**config.mk**
```make
export PLATFORM = sky130hd
export DESIGN_NAME = life_generation_row_step
export DESIGN_NICKNAME = d
export VERILOG_FILES = /design/src/design/lgrs_pkg.sv /design/src/design/life_generation_row_step.sv /design/src/design/lgrs_cell_row.sv /design/src/design/lgrs_result_queue.sv
export SDC_FILE = /design/constraint.sdc
export NUM_CORES = 1
export LEC_CHECK = 0
export BUFFER_PORTS_ARGS = -buffer_cell sky130_fd_sc_hd__buf_2
export CAP_MARGIN = 20
export CORE_UTILIZATION = 40
export CTS_BUF_LIST = sky130_fd_sc_hd__clkbuf_16
export DETAILED_ROUTE_END_ITERATION = 12
export REMOVE_ABC_BUFFERS = 1
export SKIP_CTS_REPAIR_TIMING = 1
export SLEW_MARGIN = 25
export SYNTH_ARGS = -nofsm -noshare
export SYNTH_HDL_FRONTEND = slang
export SYNTH_SLANG_ARGS = --single-unit
```
**constraint.sdc**
```tcl
create_clock -name clk_i -period 10.45 [get_ports clk_i]
set_clock_uncertainty 0.1 [all_clocks]
set_input_delay 0 -clock clk_i [delete_from_list [all_inputs] [get_ports clk_i]]
set_output_delay 0 -clock clk_i [all_outputs]
set_load 0.1 [all_outputs]
```
**src/design/lgrs_pkg.sv**
```systemverilog
// ----------------------------------------------------------------------------
// lgrs_pkg
// Types and constants shared by the Life row-step block.
// ----------------------------------------------------------------------------
package lgrs_pkg;

  localparam int unsigned RowW   = 64;
  localparam int unsigned IdxW   = 12;
  localparam int unsigned WidthW = 7;
  localparam int unsigned AddrW  = 3;
  localparam int unsigned DataW  = 32;

  // Neighbor counts of the B3/S23 rule
  localparam logic [3:0] NbrBorn = 4'd3;
  localparam logic [3:0] NbrKeep = 4'd2;

  // Register map, word index
  localparam logic RegGridWidth = 1'b0;

  // Reset value of the grid width register
  localparam logic [WidthW-1:0] GridWidthRst = 7'd64;

  // Result queue
  localparam int unsigned QDepth = 4;
  localparam int unsigned QPtrW  = 2;
  localparam int unsigned QCntW  = 3;

  typedef struct packed {
    logic [RowW-1:0] row_cells;
    logic            last_row;
  } lgrs_in_t;

  typedef struct packed {
    logic [RowW-1:0] next_cells;
    logic [IdxW-1:0] out_row;
    logic            grid_done;
  } lgrs_out_t;

  // Up to two results pushed into the queue in one cycle
  typedef struct packed {
    logic      v0;
    lgrs_out_t d0;
    logic      v1;
    lgrs_out_t d1;
  } lgrs_push_t;

  // Count the live cells among eight neighbors
  function automatic logic [3:0] popcount8(logic [7:0] bits);
    logic [3:0] sum;
    sum = 4'd0;
    for (int i = 0; i < 8; i++) begin
      sum = sum + {3'b000, bits[i]};
    end
    return sum;
  endfunction

endpackage

```
**src/design/life_generation_row_step.sv**
```systemverilog
// ----------------------------------------------------------------------------
// life_generation_row_step
// One Conway Life generation (B3/S23), streamed one grid row per item.
// ----------------------------------------------------------------------------
// Rows enter top to bottom on the in channel (valid/ready); row r (r >= 1)
// gives output row r-1, and a row marked last, or row MAX_ROWS-1, also gives
// its own dead row with grid_done set. Row 0 alone gives nothing unless last.
// An accepted row waits in the input stage register until the result queue
// has room for its results, which are then pushed into that queue, whose
// output drives out_data_o; a second result follows the first. Throughput:
// one row per cycle while the receiver takes results and each row yields one
// result. A grid's closing row yields two, which share the queue's one output.
// Border rows, border columns and columns at or beyond grid_width are dead.
// The grid width register sits at byte address 0 of the APB port and resets
// to 64; reset also clears the kept rows and the row counter.
// When the receiver stalls, results wait in a four-entry queue and input
// stays open while the queue has room for the staged item's results.
// ----------------------------------------------------------------------------
module life_generation_row_step
  import lgrs_pkg::*;
#(
  parameter int unsigned MAX_COLUMNS = 64,
  parameter int unsigned MAX_ROWS    = 4096
) (
  input  logic             clk_i,
  input  logic             rst_ni,
  input  logic             in_valid_i,
  output logic             in_ready_o,
  input  lgrs_in_t         in_data_i,
  output logic             out_valid_o,
  input  logic             out_ready_i,
  output lgrs_out_t        out_data_o,
  input  logic             psel,
  input  logic             penable,
  input  logic             pwrite,
  input  logic [AddrW-1:0] paddr,
  input  logic [DataW-1:0] pwdata,
  output logic [DataW-1:0] prdata,
  output logic             pready
);

  localparam logic [IdxW-1:0]   LastIdx = IdxW'(MAX_ROWS - 1);
  localparam logic [WidthW-1:0] ColMax  = WidthW'(MAX_COLUMNS);

  logic [WidthW-1:0] grid_width_q;
  logic [RowW-1:0]   row_above_q, row_middle_q;
  logic [IdxW-1:0]   rows_seen_q;

  logic              s_valid_q, s_valid_d;
  logic [RowW-1:0]   s_up_q, s_mid_q, s_down_q;
  logic [IdxW-1:0]   s_row_q;
  logic              s_last_q;

  logic              in_fire, in_last, s_fire;
  logic              s_has_prev, s_has_two;
  logic [1:0]        s_cnt;
  logic [QCntW-1:0]  q_free;
  logic [WidthW-1:0] eff_width;
  logic [RowW-1:0]   life_cells;
  lgrs_push_t        push;
  logic              reg_write, reg_sel;

  // Configuration port
  assign pready    = 1'b1;
  assign reg_sel   = (paddr[AddrW-1] == RegGridWidth);
  assign reg_write = psel && penable && pwrite && pready && reg_sel;
  assign prdata    = reg_sel ? {{(DataW-WidthW){1'b0}}, grid_width_q} : '0;

  always_ff @(posedge clk_i or negedge rst_ni) begin
    if (!rst_ni) begin
      grid_width_q <= GridWidthRst;
    end else if (reg_write) begin
      grid_width_q <= pwdata[WidthW-1:0];
    end
  end

  // Input handshake and end-of-grid detection
  assign in_ready_o = !s_valid_q || s_fire;
  assign in_fire    = in_valid_i && in_ready_o;
  assign in_last    = in_data_i.last_row || (rows_seen_q >= LastIdx);

  // Row window: keep the two previous rows, restart after the last row
  always_ff @(posedge clk_i or negedge rst_ni) begin
    if (!rst_ni) begin
      row_above_q  <= '0;
      row_middle_q <= '0;
      rows_seen_q  <= '0;
    end else if (in_fire) begin
      if (in_last) begin
        row_above_q  <= '0;
        row_middle_q <= '0;
        rows_seen_q  <= '0;
      end else begin
        row_above_q  <= row_middle_q;
        row_middle_q <= in_data_i.row_cells;
        rows_seen_q  <= rows_seen_q + IdxW'(1);
      end
    end
  end

  // Input stage register
  always_comb begin
    s_valid_d = s_valid_q;
    if (in_fire) begin
      s_valid_d = 1'b1;
    end else if (s_fire) begin
      s_valid_d = 1'b0;
    end
  end

  always_ff @(posedge clk_i or negedge rst_ni) begin
    if (!rst_ni) begin
      s_valid_q <= 1'b0;
    end else begin
      s_valid_q <= s_valid_d;
    end
  end

  always_ff @(posedge clk_i) begin
    if (in_fire) begin
      s_up_q   <= row_above_q;
      s_mid_q  <= row_middle_q;
      s_down_q <= in_data_i.row_cells;
      s_row_q  <= rows_seen_q;
      s_last_q <= in_last;
    end
  end

  // Results of the staged item, released when the queue has room
  assign s_has_prev = (s_row_q != '0);
  assign s_has_two  = (s_row_q >= IdxW'(2));
  assign s_cnt      = {1'b0, s_has_prev} + {1'b0, s_last_q};
  assign s_fire     = s_valid_q && ({{(QCntW-2){1'b0}}, s_cnt} <= q_free);
  assign eff_width  = (grid_width_q > ColMax) ? ColMax : grid_width_q;

  lgrs_cell_row u_cell_row (
    .up_i    (s_up_q),
    .mid_i   (s_mid_q),
    .down_i  (s_down_q),
    .width_i (eff_width),
    .next_o  (life_cells)
  );

  always_comb begin
    push.v0            = s_fire && s_has_prev;
    push.d0.next_cells = s_has_two ? life_cells : '0;
    push.d0.out_row    = s_row_q - IdxW'(1);
    push.d0.grid_done  = 1'b0;
    push.v1            = s_fire && s_last_q;
    push.d1.next_cells = '0;
    push.d1.out_row    = s_row_q;
    push.d1.grid_done  = 1'b1;
  end

  lgrs_result_queue u_queue (
    .clk_i       (clk_i),
    .rst_ni      (rst_ni),
    .push_i      (push),
    .free_o      (q_free),
    .out_valid_o (out_valid_o),
    .out_ready_i (out_ready_i),
    .out_data_o  (out_data_o)
  );

endmodule

```
**src/design/lgrs_cell_row.sv**
```systemverilog
// ----------------------------------------------------------------------------
// lgrs_cell_row
// Next generation of one row from the rows above, at and below it.
// ----------------------------------------------------------------------------
module lgrs_cell_row
  import lgrs_pkg::*;
(
  input  logic [RowW-1:0]   up_i,
  input  logic [RowW-1:0]   mid_i,
  input  logic [RowW-1:0]   down_i,
  input  logic [WidthW-1:0] width_i,
  output logic [RowW-1:0]   next_o
);

  // Border columns are always dead
  assign next_o[0]      = 1'b0;
  assign next_o[RowW-1] = 1'b0;

  // Interior columns: neighbors of column c lie within 0..width-1
  for (genvar c = 1; c < RowW - 1; c++) begin : g_col
    logic [3:0] nbr;
    logic       interior;

    assign nbr = popcount8({up_i[c-1], up_i[c], up_i[c+1],
                            mid_i[c-1], mid_i[c+1],
                            down_i[c-1], down_i[c], down_i[c+1]});
    assign interior = (WidthW'(c + 1) < width_i);
    assign next_o[c] = interior && ((nbr == NbrBorn) || (mid_i[c] && (nbr == NbrKeep)));
  end

endmodule

```
**src/design/lgrs_result_queue.sv**
```systemverilog
// ----------------------------------------------------------------------------
// lgrs_result_queue
// Small result queue, takes up to two items per cycle and hands out one while the receiver is ready.
// ----------------------------------------------------------------------------
module lgrs_result_queue
  import lgrs_pkg::*;
(
  input  logic             clk_i,
  input  logic             rst_ni,
  input  lgrs_push_t       push_i,
  output logic [QCntW-1:0] free_o,
  output logic             out_valid_o,
  input  logic             out_ready_i,
  output lgrs_out_t        out_data_o
);

  lgrs_out_t        mem_q [QDepth];
  logic [QPtrW-1:0] wr_ptr_q, wr_ptr_d;
  logic [QPtrW-1:0] rd_ptr_q, rd_ptr_d;
  logic [QCntW-1:0] count_q, count_d;
  logic [QPtrW-1:0] wr_ptr1;
  logic             pop;

  assign pop         = out_valid_o && out_ready_i;
  assign out_valid_o = (count_q != '0);
  assign out_data_o  = mem_q[rd_ptr_q];

  // Free slots, counting the item leaving this cycle
  assign free_o = QCntW'(QDepth) - count_q + {{(QCntW-1){1'b0}}, pop};

  // Second item goes behind the first, or to the first free slot alone
  assign wr_ptr1 = wr_ptr_q + {{(QPtrW-1){1'b0}}, push_i.v0};

  // Advance pointers and fill level
  always_comb begin
    wr_ptr_d = wr_ptr_q + {{(QPtrW-1){1'b0}}, push_i.v0}
                        + {{(QPtrW-1){1'b0}}, push_i.v1};
    rd_ptr_d = rd_ptr_q + {{(QPtrW-1){1'b0}}, pop};
    count_d  = count_q + {{(QCntW-1){1'b0}}, push_i.v0}
                       + {{(QCntW-1){1'b0}}, push_i.v1}
                       - {{(QCntW-1){1'b0}}, pop};
  end

  always_ff @(posedge clk_i or negedge rst_ni) begin
    if (!rst_ni) begin
      wr_ptr_q <= '0;
      rd_ptr_q <= '0;
      count_q  <= '0;
    end else begin
      wr_ptr_q <= wr_ptr_d;
      rd_ptr_q <= rd_ptr_d;
      count_q  <= count_d;
    end
  end

  // Store pushed items
  always_ff @(posedge clk_i) begin
    if (push_i.v0) begin
      mem_q[wr_ptr_q] <= push_i.d0;
    end
    if (push_i.v1) begin
      mem_q[wr_ptr1] <= push_i.d1;
    end
  end

endmodule

```
# Word level (Yosys, flattened, before mapping)

Memories as Yosys holds them, arrays and structs flattened.
Cells that the tools add are included.

Flip-flop bits (word level): 360
RAM bits: 304
Bits of input ports: 107
Output and inout bits: 112
Word-level logic and storage cells: 862
Memories kept: 1

Add/subtract/negate cells: 445
Order comparisons: 66
Equal/unequal tests: 124
Multiplexer cells: 12
Bitwise logic cells: 1
Reduce and logical (&&, ||, !) cells: 200

Memories:

| name          | words | bits a word | read ports | clocked after Yosys merged registers in | wr ports | RTL line                | text |
|---|---|---|---|---|---|---|---|
| u_queue.mem_q | 4     | 76          | 1          | 0                                       | 2        | lgrs_result_queue.sv:17 | `lgrs_out_t mem_q [QDepth];` |

Operators with widths:

| kind                                                                                  | count |
|---|---|
| 4-bit by 1-bit adder with 4-bit output                                                | 372 |
| 4-bit by 2-bit equality test with 1-bit output (second input constant)                | 124 |
| 6-bit by 7-bit < comparator with 1-bit output (first input constant)                  | 32 |
| 1-bit logical AND                                                                     | 132 |
| 64-bit two-way mux                                                                    | 2 |
| 1-bit by 1-bit adder with 2-bit output                                                | 63 |
| 5-bit by 7-bit < comparator with 1-bit output (first input constant)                  | 16 |
| 1-bit logical OR                                                                      | 64 |
| 63-bit two-way mux                                                                    | 1 |
| 4-bit by 7-bit < comparator with 1-bit output (first input constant)                  | 8 |
| 3-bit by 7-bit < comparator with 1-bit output (first input constant)                  | 4 |
| 2-bit by 7-bit < comparator with 1-bit output (first input constant)                  | 2 |
| 7-bit two-way mux                                                                     | 2 |
| 12-bit by 1-bit adder with 12-bit output (second input constant)                      | 1 |
| 12-bit greater-or-equal comparator (second input constant)                            | 1 |
| 12-bit by 2-bit greater-or-equal comparator with 1-bit output (second input constant) | 1 |
| 12-bit two-way mux                                                                    | 1 |
| 12-bit nonzero test                                                                   | 1 |
| 12-bit by 1-bit subtractor with 12-bit output (second input constant)                 | 1 |
| 3-bit by 1-bit adder with 3-bit output                                                | 3 |
| 7-bit > comparator (second input constant)                                            | 1 |
| 2-bit by 1-bit adder with 2-bit output                                                | 3 |
| 1-bit two-way mux                                                                     | 6 |
| 2-bit by 3-bit less-or-equal comparator with 1-bit output                             | 1 |
| 6 further kinds                                                                       | 6 |

# Longest topological paths before layout

Gate-level depths: netlist of run 1.

Depth in word-level cells: 12
Gate-level depth with buffers: 19
Depth with buffers taken out: 16

# Cells and area by module

Synthesis of run 1 repeated with hierarchy kept, for this count alone.

Cell total of the unflattened synthesis: 2801
Area total of the unflattened synthesis: 39791.9 um2

Modules (own cells, without submodules):

| module                   | times used | cells each | area an instance (um2) | sequential area each (um2) |
|---|---|---|---|---|
| lgrs_result_queue        | 1          | 786        | 15376.0                | 9424.0 |
| life_generation_row_step | 1          | 748        | 12971.2                | 9860.7 |
| lgrs_cell_row            | 1          | 1267       | 11444.7                | 0.0 |

# Worst setup path before layout of run 1

OpenSTA, ideal clock, no wires.

Path kind: register to register
Start: register u_queue.count_q[2]
End: register rows_seen_q[7]
Library setup time: 0.126 ns
Arrival: 9.470 ns
Required time: 10.224 ns
Path slack: 0.754 ns
Cell stages (with the launch flop): 14
Path buffers: 0
Period minus slack after synthesis: 9.696 ns
Cells stage by stage: dfrtp_1 > or3_1 > nand2_1 > ha_1 > inv_1 > ha_1 > inv_1 > ha_1 > nor2b_1 > o2111ai_1 > nand2_1 > inv_1 > nand2_1 > o311ai_0

Cells in the longest elaborated chain, start to end: 7
Elaborated cells on any way between the ends: 8
Classes of those cells: 2 x add/sub; 1 x order compare; 5 x reduce/logical

Ends and longest elaborated chain:

| item                                                      | RTL line                        | text |
|---|---|---|
| start, declared                                           | lgrs_result_queue.sv:20         | `logic [QCntW-1:0] count_q, count_d;` |
| start signal, assigned                                    | lgrs_result_queue.sv:52         | `count_q <= count_d;` |
| 3-bit nonzero test                                        | lgrs_result_queue.sv:25         | `assign out_valid_o = (count_q != '0);` |
| named net out_valid_o                                     | life_generation_row_step.sv:30  | `output logic out_valid_o,` |
| 1-bit logical AND                                         | lgrs_result_queue.sv:24         | `assign pop = out_valid_o && out_ready_i;` |
| 3-bit by 1-bit adder with 3-bit output                    | lgrs_result_queue.sv:29         | `assign free_o = QCntW'(QDepth) - count_q + {{(QCntW-1){1'b0}}, pop};` |
| 2-bit by 3-bit less-or-equal comparator with 1-bit output | life_generation_row_step.sv:133 | `assign s_fire = s_valid_q && ({{(QCntW-2){1'b0}}, s_cnt} <= q_free);` |
| 1-bit logical AND                                         | life_generation_row_step.sv:133 |  |
| 1-bit logical OR                                          | life_generation_row_step.sv:78  | `assign in_ready_o = !s_valid_q \|\| s_fire;` |
| named net in_ready_o                                      | life_generation_row_step.sv:28  | `output logic in_ready_o,` |
| 1-bit logical AND                                         | life_generation_row_step.sv:79  | `assign in_fire = in_valid_i && in_ready_o;` |
| named net in_fire                                         | life_generation_row_step.sv:54  | `logic in_fire, in_last, s_fire;` |
| end signal, assigned                                      | life_generation_row_step.sv:96  | `rows_seen_q <= rows_seen_q + IdxW'(1);` |
| end, declared                                             | life_generation_row_step.sv:47  | `logic [IdxW-1:0] rows_seen_q;` |

The timed path passes the listed nets, and every way through them passes these cells.
A chain may end at the register's enable or synchronous reset.

==> results of run 1 <==
## synthesized netlist by cell type (5+ instances only)
cell type  count  share of area
edfxtp_1     253           0.20
dfrtp_1      154           0.10
a31oi_1       57         0.0096
buf_4         36         0.0073
nor4b_1        5         0.0012
a22o_1       137          0.032
or3_1          8         0.0013
o21ai_0       37         0.0050
xnor2_1        8         0.0019
fa_1         250           0.13
o22ai_1       10         0.0017
inv_1        462          0.047
a2111oi_2      5         0.0020
clkbuf_1      60         0.0061
mux4_2        75          0.045
and3_1        10         0.0017
buf_1          8        0.00081
buf_6         25         0.0076
nor3_1        14         0.0019
ha_1         198          0.067
or3b_2         6         0.0014
nand3_1       22         0.0030
nand2b_1      58         0.0098
and4_1         6         0.0014
nand2_1      543          0.055
a221o_1       39          0.011
dfxtp_1      252           0.14
mux2_2         7         0.0021
a21oi_1      268          0.036
nor2_1        74         0.0075
nor4_1        17         0.0029
nor2b_1       75          0.013
o31ai_1       24         0.0048
nor4_2        20         0.0067
buf_2         68         0.0092
nand4_1        7         0.0012
## through the flow
step	setup TNS, ns	instances	utilization
3_3_place_gp	0	4651	0.424
3_5_place_dp	0	4651	0.424
4_1_cts	0	4791	0.452
5_1_grt	0	4876	0.461
2_1_floorplan	-580.61	3203	-
6_report	0	4878	0.461
## routing by layer
| metal | vias to the layer above | GRT usage | wire length [microns] |
|---|---|---|---|
| met5 | - | 0 | 0 |
| met4 | 0 | 0.0587 | 2340 |
| met3 | 151 | 0.0283 | 5430 |
| met2 | 688 | 0.339 | 45400 |
| met1 | 12700 | 0.280 | 42400 |
| li1 | 11900 | - | - |
## cells in the final DEF (no fill, tap or decap), types with 75 or more instances in the layout
cell type        n
dlygate4sd3_1   83
a22o_1         137
nand2_1        542
nor2b_1         75
dfrtp_1        152
buf_2          162
dfxtp_1        252
a21oi_1        268
ha_1           198
clkbuf_16       82
mux4_2          75
edfxtp_1       253
fa_1           250
inv_1          475
## logic make-up (layout without fill, tap and decap cells)
kind of cell | after synthesis | in the layout | synth area share
AND/OR/NAND/NOR | 889 | 889 | 0.114
buffers and inverters | 661 | 892 | 0.0778
flip-flops | 660 | 660 | 0.445
AO/OA/AOI/OAI | 622 | 622 | 0.112
adder cells (fa/ha/maj) | 448 | 448 | 0.201
multiplexers | 82 | 82 | 0.0476
XOR/XNOR | 12 | 12 | 0.00283
other | 2 | 30 | 0.000202
## area by class of cell
class	count	area [sq um]	area share
clock inverters	58	517	0.0122
multi-input cells	2081	17900	0.423
diodes	2	5.00	0.000118
well taps	1243	1560	0.0367
repair buffers	290	2030	0.0479
clock buffers	82	2050	0.0484
inverters	462	1740	0.0411
flip-flops and latches	660	16500	0.390
## state kept, by name, summed over array words and instances, names as in the netlist
name	cells
grid_width_q	7
row_above_q	64
row_middle_q	64
rows_seen_q	12
s_down_q	64
s_last_q	1
s_mid_q	64
s_row_q	12
s_up_q	64
s_valid_q	1
u_queue.count_q	3
u_queue.mem_q	300
u_queue.rd_ptr_q	2
u_queue.wr_ptr_q	2
## worst paths after layout
check / slack (ns) / from / endpoint / cells after the start
worst max-delay path: 5.07 / s_row_q[1]$_DFFE_PP_ / u_queue.mem_q[2][2]$_DFFE_PP_ / 14
worst min-delay path: 0.007 / in_data_i[22] / s_down_q[21]$_DFFE_PP_ / 2
max in group asynchronous: 9.12 / rst_ni / row_middle_q[6]$_DFFE_PN0P_ / 4
min in group asynchronous: 0.36 / rst_ni / row_middle_q[25]$_DFFE_PN0P_ / 4
worst max register to register: 5.07 / s_row_q[1]$_DFFE_PP_ / u_queue.mem_q[2][2]$_DFFE_PP_ / 14
worst min register to register: 0.34 / u_queue.mem_q[2][0]$_SDFFE_PP1N_ / u_queue.mem_q[2][0]$_SDFFE_PP1N_ / 2
==> key figures, run 1 <==
Timing
  • Hold Vio Cnt, Final: 0
  • Worst slew margin: 0.267
  • Final WS setup: 5.07 ns
  • Final min period: 5.38 ns
  • Setup-failing EPs final: 0
  • Worst Tran Pin Value: ~1.1 ns
  • Final period util: 0.515
  • Highest clock rate: 186 MHz
  • Max-slew violations: 0
  • RSZ-0062 raised after global routing: false
  • Hold WS: 0.00733 ns

Setup path
  • Critical-path maximum fanout: 12
  • Arrival @ worst endpoint: 5.53 ns
  • Cell mode on critical path: ha_1
  • Critical path required time: 10.60 ns
  • Max incr delay on CP: roughly 0.66 ns
  • CP Buf/Inv Count: 2
  • Startpoint types: register
  • CP max-delay cell: or4_1
  • Cell family with most CP delay: simple AND/OR/NAND/NOR gates
  • Crit path cell chain: inv_1 > ha_1 > nor3b_1 > nand3_4 > ha_1 > ha_1 > nor2b_1 > o211ai_1 > nand3_1 > inv_1 > ha_1 > xnor2_1 > or4_1 > nand2_1
  • CP Class: register to register
  • CP Capture Type: register

Floorplan
  • Placeable Area: around 92000 sq um
  • Die width: 307 microns
  • Die area: between 90000 and 100000 sq um
  • # rows: roughly 110
  • I/O Pins: 219
  • Die height: 307 microns
  • Starting Density: 0.405

Clock tree
  • CTS tree: yes
  • Root buffer cell: clkbuf_16
  • Worst-path clk slew: 0.06 ns
  • Clk sinks: 660
  • H-tree levels: 3
  • Total clock buffers created by CTS: 75
  • Clock Tree Buf Depth: 3
  • Clock Latency Late Sink: 0.62 ns

Synthesis
  • Async S/R FF share, synth: 0.235
  • Most used flip-flop cell after synthesis: edfxtp_1
  • Synthesized netlist cell count: 3376
  • Warnings from Yosys: 0
  • #FFs+latches synth: 660
  • Post-synthesis sequential area ratio: 0.445
  • Post-synth EDFFs: between 200 and 300
  • Netlist cell types: 75
  • Synthesized cell area: 37200 sq um
  • Syn avg cell area: 11.0 sq um

Drt
  • Initial DRC count: 1863
  • Post-DRT Antenna Nets: 0
  • DRC: 0
  • WL/cell: 19.6 microns
  • Via density: between 5 and 6
  • Vias after detailed routing: between 20000 and 30000
  • DRT Pass-1 Iters: 5
  • Drt total wl: ~96000 microns

Final layout
  • Design Area, Final: 42400 sq um
  • Fraction of layout cells with a size suffix above 1: 0.127
  • Synth-to-Final Area Change: 14.0%
  • # fillers: approximately 8600
  • Layout net count: roughly 4100

GRT
  • Antenna violations before repair: 2
  • Number of global-route vias before repair: 25200
  • Total gr overflow: 0
  • Total GRT Usage: 0.205
  • First-pass GRT wire length: 149000 microns
  • Largest net degree at the start of global routing: 100

Place
  • PortBufs: about 160
  • DP Worst Slack: 5.07 ns
  • Post-DP HPWL: 63500 microns
  • GP Congestion: 0.815
  • Post-DP Area: around 39000 sq um

Status
  • Status: finished, final reports clean

Run
  • Max Cap Violations: 0

Worst hold path
  • Hold WC Path Type: input pin to register
Power of run 1 is not shown: default switching activity piles up to over one toggle a cycle in this logic, so the estimate is an artifact.
==> run 2, diff against run 1 <==
--- a/config.mk
+++ b/config.mk
@@ -5,6 +5,7 @@
 export SDC_FILE = /design/constraint.sdc
 export NUM_CORES = 1
 export LEC_CHECK = 0
+export ABC_AREA = 1
 export BUFFER_PORTS_ARGS = -buffer_cell sky130_fd_sc_hd__buf_2
 export CAP_MARGIN = 20
 export CORE_UTILIZATION = 40
==> constraint.sdc (replaced) <==
create_clock -name clk_i -period 5.5 [get_ports clk_i]
set_clock_uncertainty 0.1 [all_clocks]
set_input_delay 0 -clock clk_i [delete_from_list [all_inputs] [get_ports clk_i]]
set_output_delay 0 -clock clk_i [all_outputs]
set_load 0.1 [all_outputs]
==> key figures, run 2 <==
Status
  • Status: finished with violations
  • Failing checks: negative hold slack

Setup path
  • Critical-path maximum fanout: 65 (+53)
  • Startpoint types: register
  • Critical path required time: 5.79 ns (-4.81 ns)
  • Arrival @ worst endpoint: 4.86 ns (-0.67 ns)
  • CP Class: register to register
  • CP Capture Type: register

Final layout
  • Commonest non-fill, non-tap cell in the layout: nand2_1
  • Flip-flop count of the largest register after layout: 300 (unchanged)
  • Largest reg by FF count: u_queue.mem_q
  • Layout net count: 5104 (+24%)
  • Commonest non-fill, non-tap cells in the layout: nand2_1 (1136), inv_1 (585), nor2_1 (361), o21ai_0 (328), nand3_1 (317)
  • Design Area, Final: 43700 sq um (+3.1%)
  • Synth-to-Final Area Change: 13.7%
  • Fraction of layout cells with a size suffix above 1: 0.0772 (-0.0502)

Timing
  • Highest clock rate: 219 MHz (+18%)
  • Hold Vio Cnt, Final: 2 (+2)
  • Final min period: 4.58 ns (-0.806 ns)
  • RSZ-0062 raised after global routing: false
  • Worst Tran Pin Value: 1.03 ns (-0.0713 ns)
  • Worst slew margin: 0.317 (+0.0499)
  • Final period util: 0.832 (+0.317)
  • Setup-failing EPs final: 0 (unchanged)
  • Max-slew violations: 0 (unchanged)
  • Hold WS: -0.0117 ns (-0.0190 ns)

Drt
  • Drt total wl: 102000 microns (+6.3%)
  • Post-DRT Antenna Nets: 0 (unchanged)
  • DRT Pass-1 Iters: 5 (unchanged)
  • DRC: 0 (unchanged)
  • Initial DRC count: 2238 (+20%)
  • WL/cell: 17.3 microns (-12%)
  • Vias after detailed routing: 29200 (+15%)
  • Via density: 4.96 (-4.6%)

Place
  • Post-DP Area: 40000 sq um (+2.9%)
  • PortBufs: 163 (unchanged)
  • GP Congestion: 0.834 (+2.3%)
  • Post-DP HPWL: 66600 microns (+4.8%)

Synthesis
  • Synthesized cell area: 38400 sq um (+3.3%)
  • Yosys top cell by area: edfxtp_1
  • Synth area leaders: edfxtp_1 (20%), dfxtp_1 (13%), fa_1 (13%)
  • Synth top area share: 0.198 (-0.00650)
  • Warnings from Yosys: 0 (unchanged)
  • Post-synth top cells: nand2_1 (1138), inv_1 (564), nor2_1 (363)
  • Netlist cell types: 41 (-45%)
  • Post-synthesis sequential area ratio: 0.430 (-0.0141)
  • Syn avg cell area: 8.82 sq um (-20%)
  • #FFs+latches synth: 660 (unchanged)
  • Most common cell in the netlist: nand2_1
  • Most used flip-flop cell after synthesis: edfxtp_1
  • Synthesized netlist cell count: 4354 (+29%)
  • Post-synth EDFFs: 253 (unchanged)
  • Async S/R FF share, synth: 0.235 (unchanged)

Clock tree
  • Clk sinks: 660 (unchanged)
  • Total clock buffers created by CTS: 77 (+2.7%)
  • H-tree levels: 3 (unchanged)
  • CTS tree: yes
  • Clock Latency Late Sink: 0.65 ns (+0.03 ns)
  • Worst-path clk slew: 0.06 ns (about the same)
  • Root buffer cell: clkbuf_16
  • Clock Tree Buf Depth: 3 (unchanged)

Floorplan
  • # rows: 113 (+1.8%)
  • I/O Pins: 219 (unchanged)
  • Placeable Area: 95000 sq um (+3.5%)
  • Die width: 312 microns (+1.6%)
  • Starting Density: 0.404 (-0.000834)
  • Die area: 97200 sq um (+3.3%)
  • Die height: 312 microns (+1.6%)

GRT
  • Antenna violations before repair: 7 (+5)
  • First-pass GRT wire length: 159000 microns (+7.0%)
  • Number of global-route vias before repair: 28200 (+12%)
  • Total GRT Usage: 0.208 (+0.00301)
  • Largest net degree at the start of global routing: 168 (+68%)
  • Total gr overflow: 0 (unchanged)

Run
  • Max Cap Violations: 0 (unchanged)

Worst hold path
  • Hold WC Path Type: input pin to register
## run 2: cell types whose count changed in the layout (fill, tap and decap cells not counted), sizes merged, moves of 38 or more
cell,change
a21oi,-204
a221o,-39
a22o,-137
a31oi,-53
inv,+119
mux4,-75
nand2,+600
nand2b,-58
nand3,+296
nor2,+298
nor2b,-75
nor4,-38
o21ai,+289
o22ai,+65
## run 2: stage by stage
stage	hold WS (ns)	instances	utilization	setup TNS [ns]	setup WS (ns)
6_report	-0.0117	5880	0.459	0	0.924
5_1_grt	0.000245	5877	0.459	0	0.544
4_1_cts	-0.788	5765	0.447	0	0.801
3_5_place_dp	-0.103	5624	0.422	0	0.845
3_3_place_gp	-0.0996	5624	0.422	0	0.883
2_1_floorplan	-0.396	4154	-	-1336.32	-5.27
## run 2: worst max-delay path, stage by stage (launching register included)
cell and delay [ns]:
edfxtp_1 0.46, inv_1 0.22, ha_1 0.25, nand2_2 0.12, nor2_4 0.18, nand3_1 0.12
ha_1 0.29, inv_1 0.04, ha_1 0.28, nand2_1 0.13, nand3_4 0.18, nand3_1 0.16
inv_1 0.06, ha_1 0.18, inv_1 0.06, nand2_1 0.04, nand2_1 0.14, nor2_1 0.06
nand4_1 0.10, buf_4 0.78, nand2_1 0.11, buf_4 0.24
## run 2: layer usage
layer | vias to the layer above | global-route usage | wire length, microns
met1 | 14000 | 0.280 | 44900
met2 | 876 | 0.335 | 46600
met5 | - | 0 | 13
li1 | 14200 | - | -
met4 | 2 | 0.0726 | 3030
met3 | 177 | 0.0386 | 7010
## run 2: path summary, 6_finish.rpt
kind | startpoint | endpoint | slack, ns | cells after the start
max reg2reg | s_row_q[0]$_DFFE_PP_ | u_queue.mem_q[0][12]$_DFFE_PP_ | 0.92 | 21
min reg2reg | u_queue.mem_q[2][0]$_SDFFE_PP1N_ | u_queue.mem_q[2][0]$_SDFFE_PP1N_ | 0.34 | 2
min | in_data_i[1] | s_down_q[0]$_DFFE_PP_ | -0.01 | 2
max in group asynchronous | rst_ni | u_queue.rd_ptr_q[0]$_DFF_PN0_ | 4.18 | 4
max | s_row_q[0]$_DFFE_PP_ | u_queue.mem_q[0][12]$_DFFE_PP_ | 0.92 | 21
min in group asynchronous | rst_ni | row_middle_q[17]$_DFFE_PN0P_ | 0.35 | 4
## run 2: final cells by class
cell class                 instances  area [sq um]
fill                            9220         51400
multi-input combinational       2920         18500
sequential                       660         16500
timing repair buffer             316          2380
inverter                         574          2170
clock buffer                      82          2050
tap                             1265          1580
clock inverter                    59           402
antenna                            4          10.0
## run 2: logic make-up (layout without fill, tap and decap cells)
kind of cell             after synthesis  after routing  synth area share
AO/OA/AOI/OAI                        496            496            0.0687
XOR/XNOR                              59             59            0.0135
other                                  2             32          0.000196
adder cells (fa/ha/maj)              448            448             0.195
buffers and inverters                800           1031            0.0906
flip-flops                           660            660             0.430
AND/OR/NAND/NOR                     1889           1889             0.202
Power of run 2 is left out for the same reason.
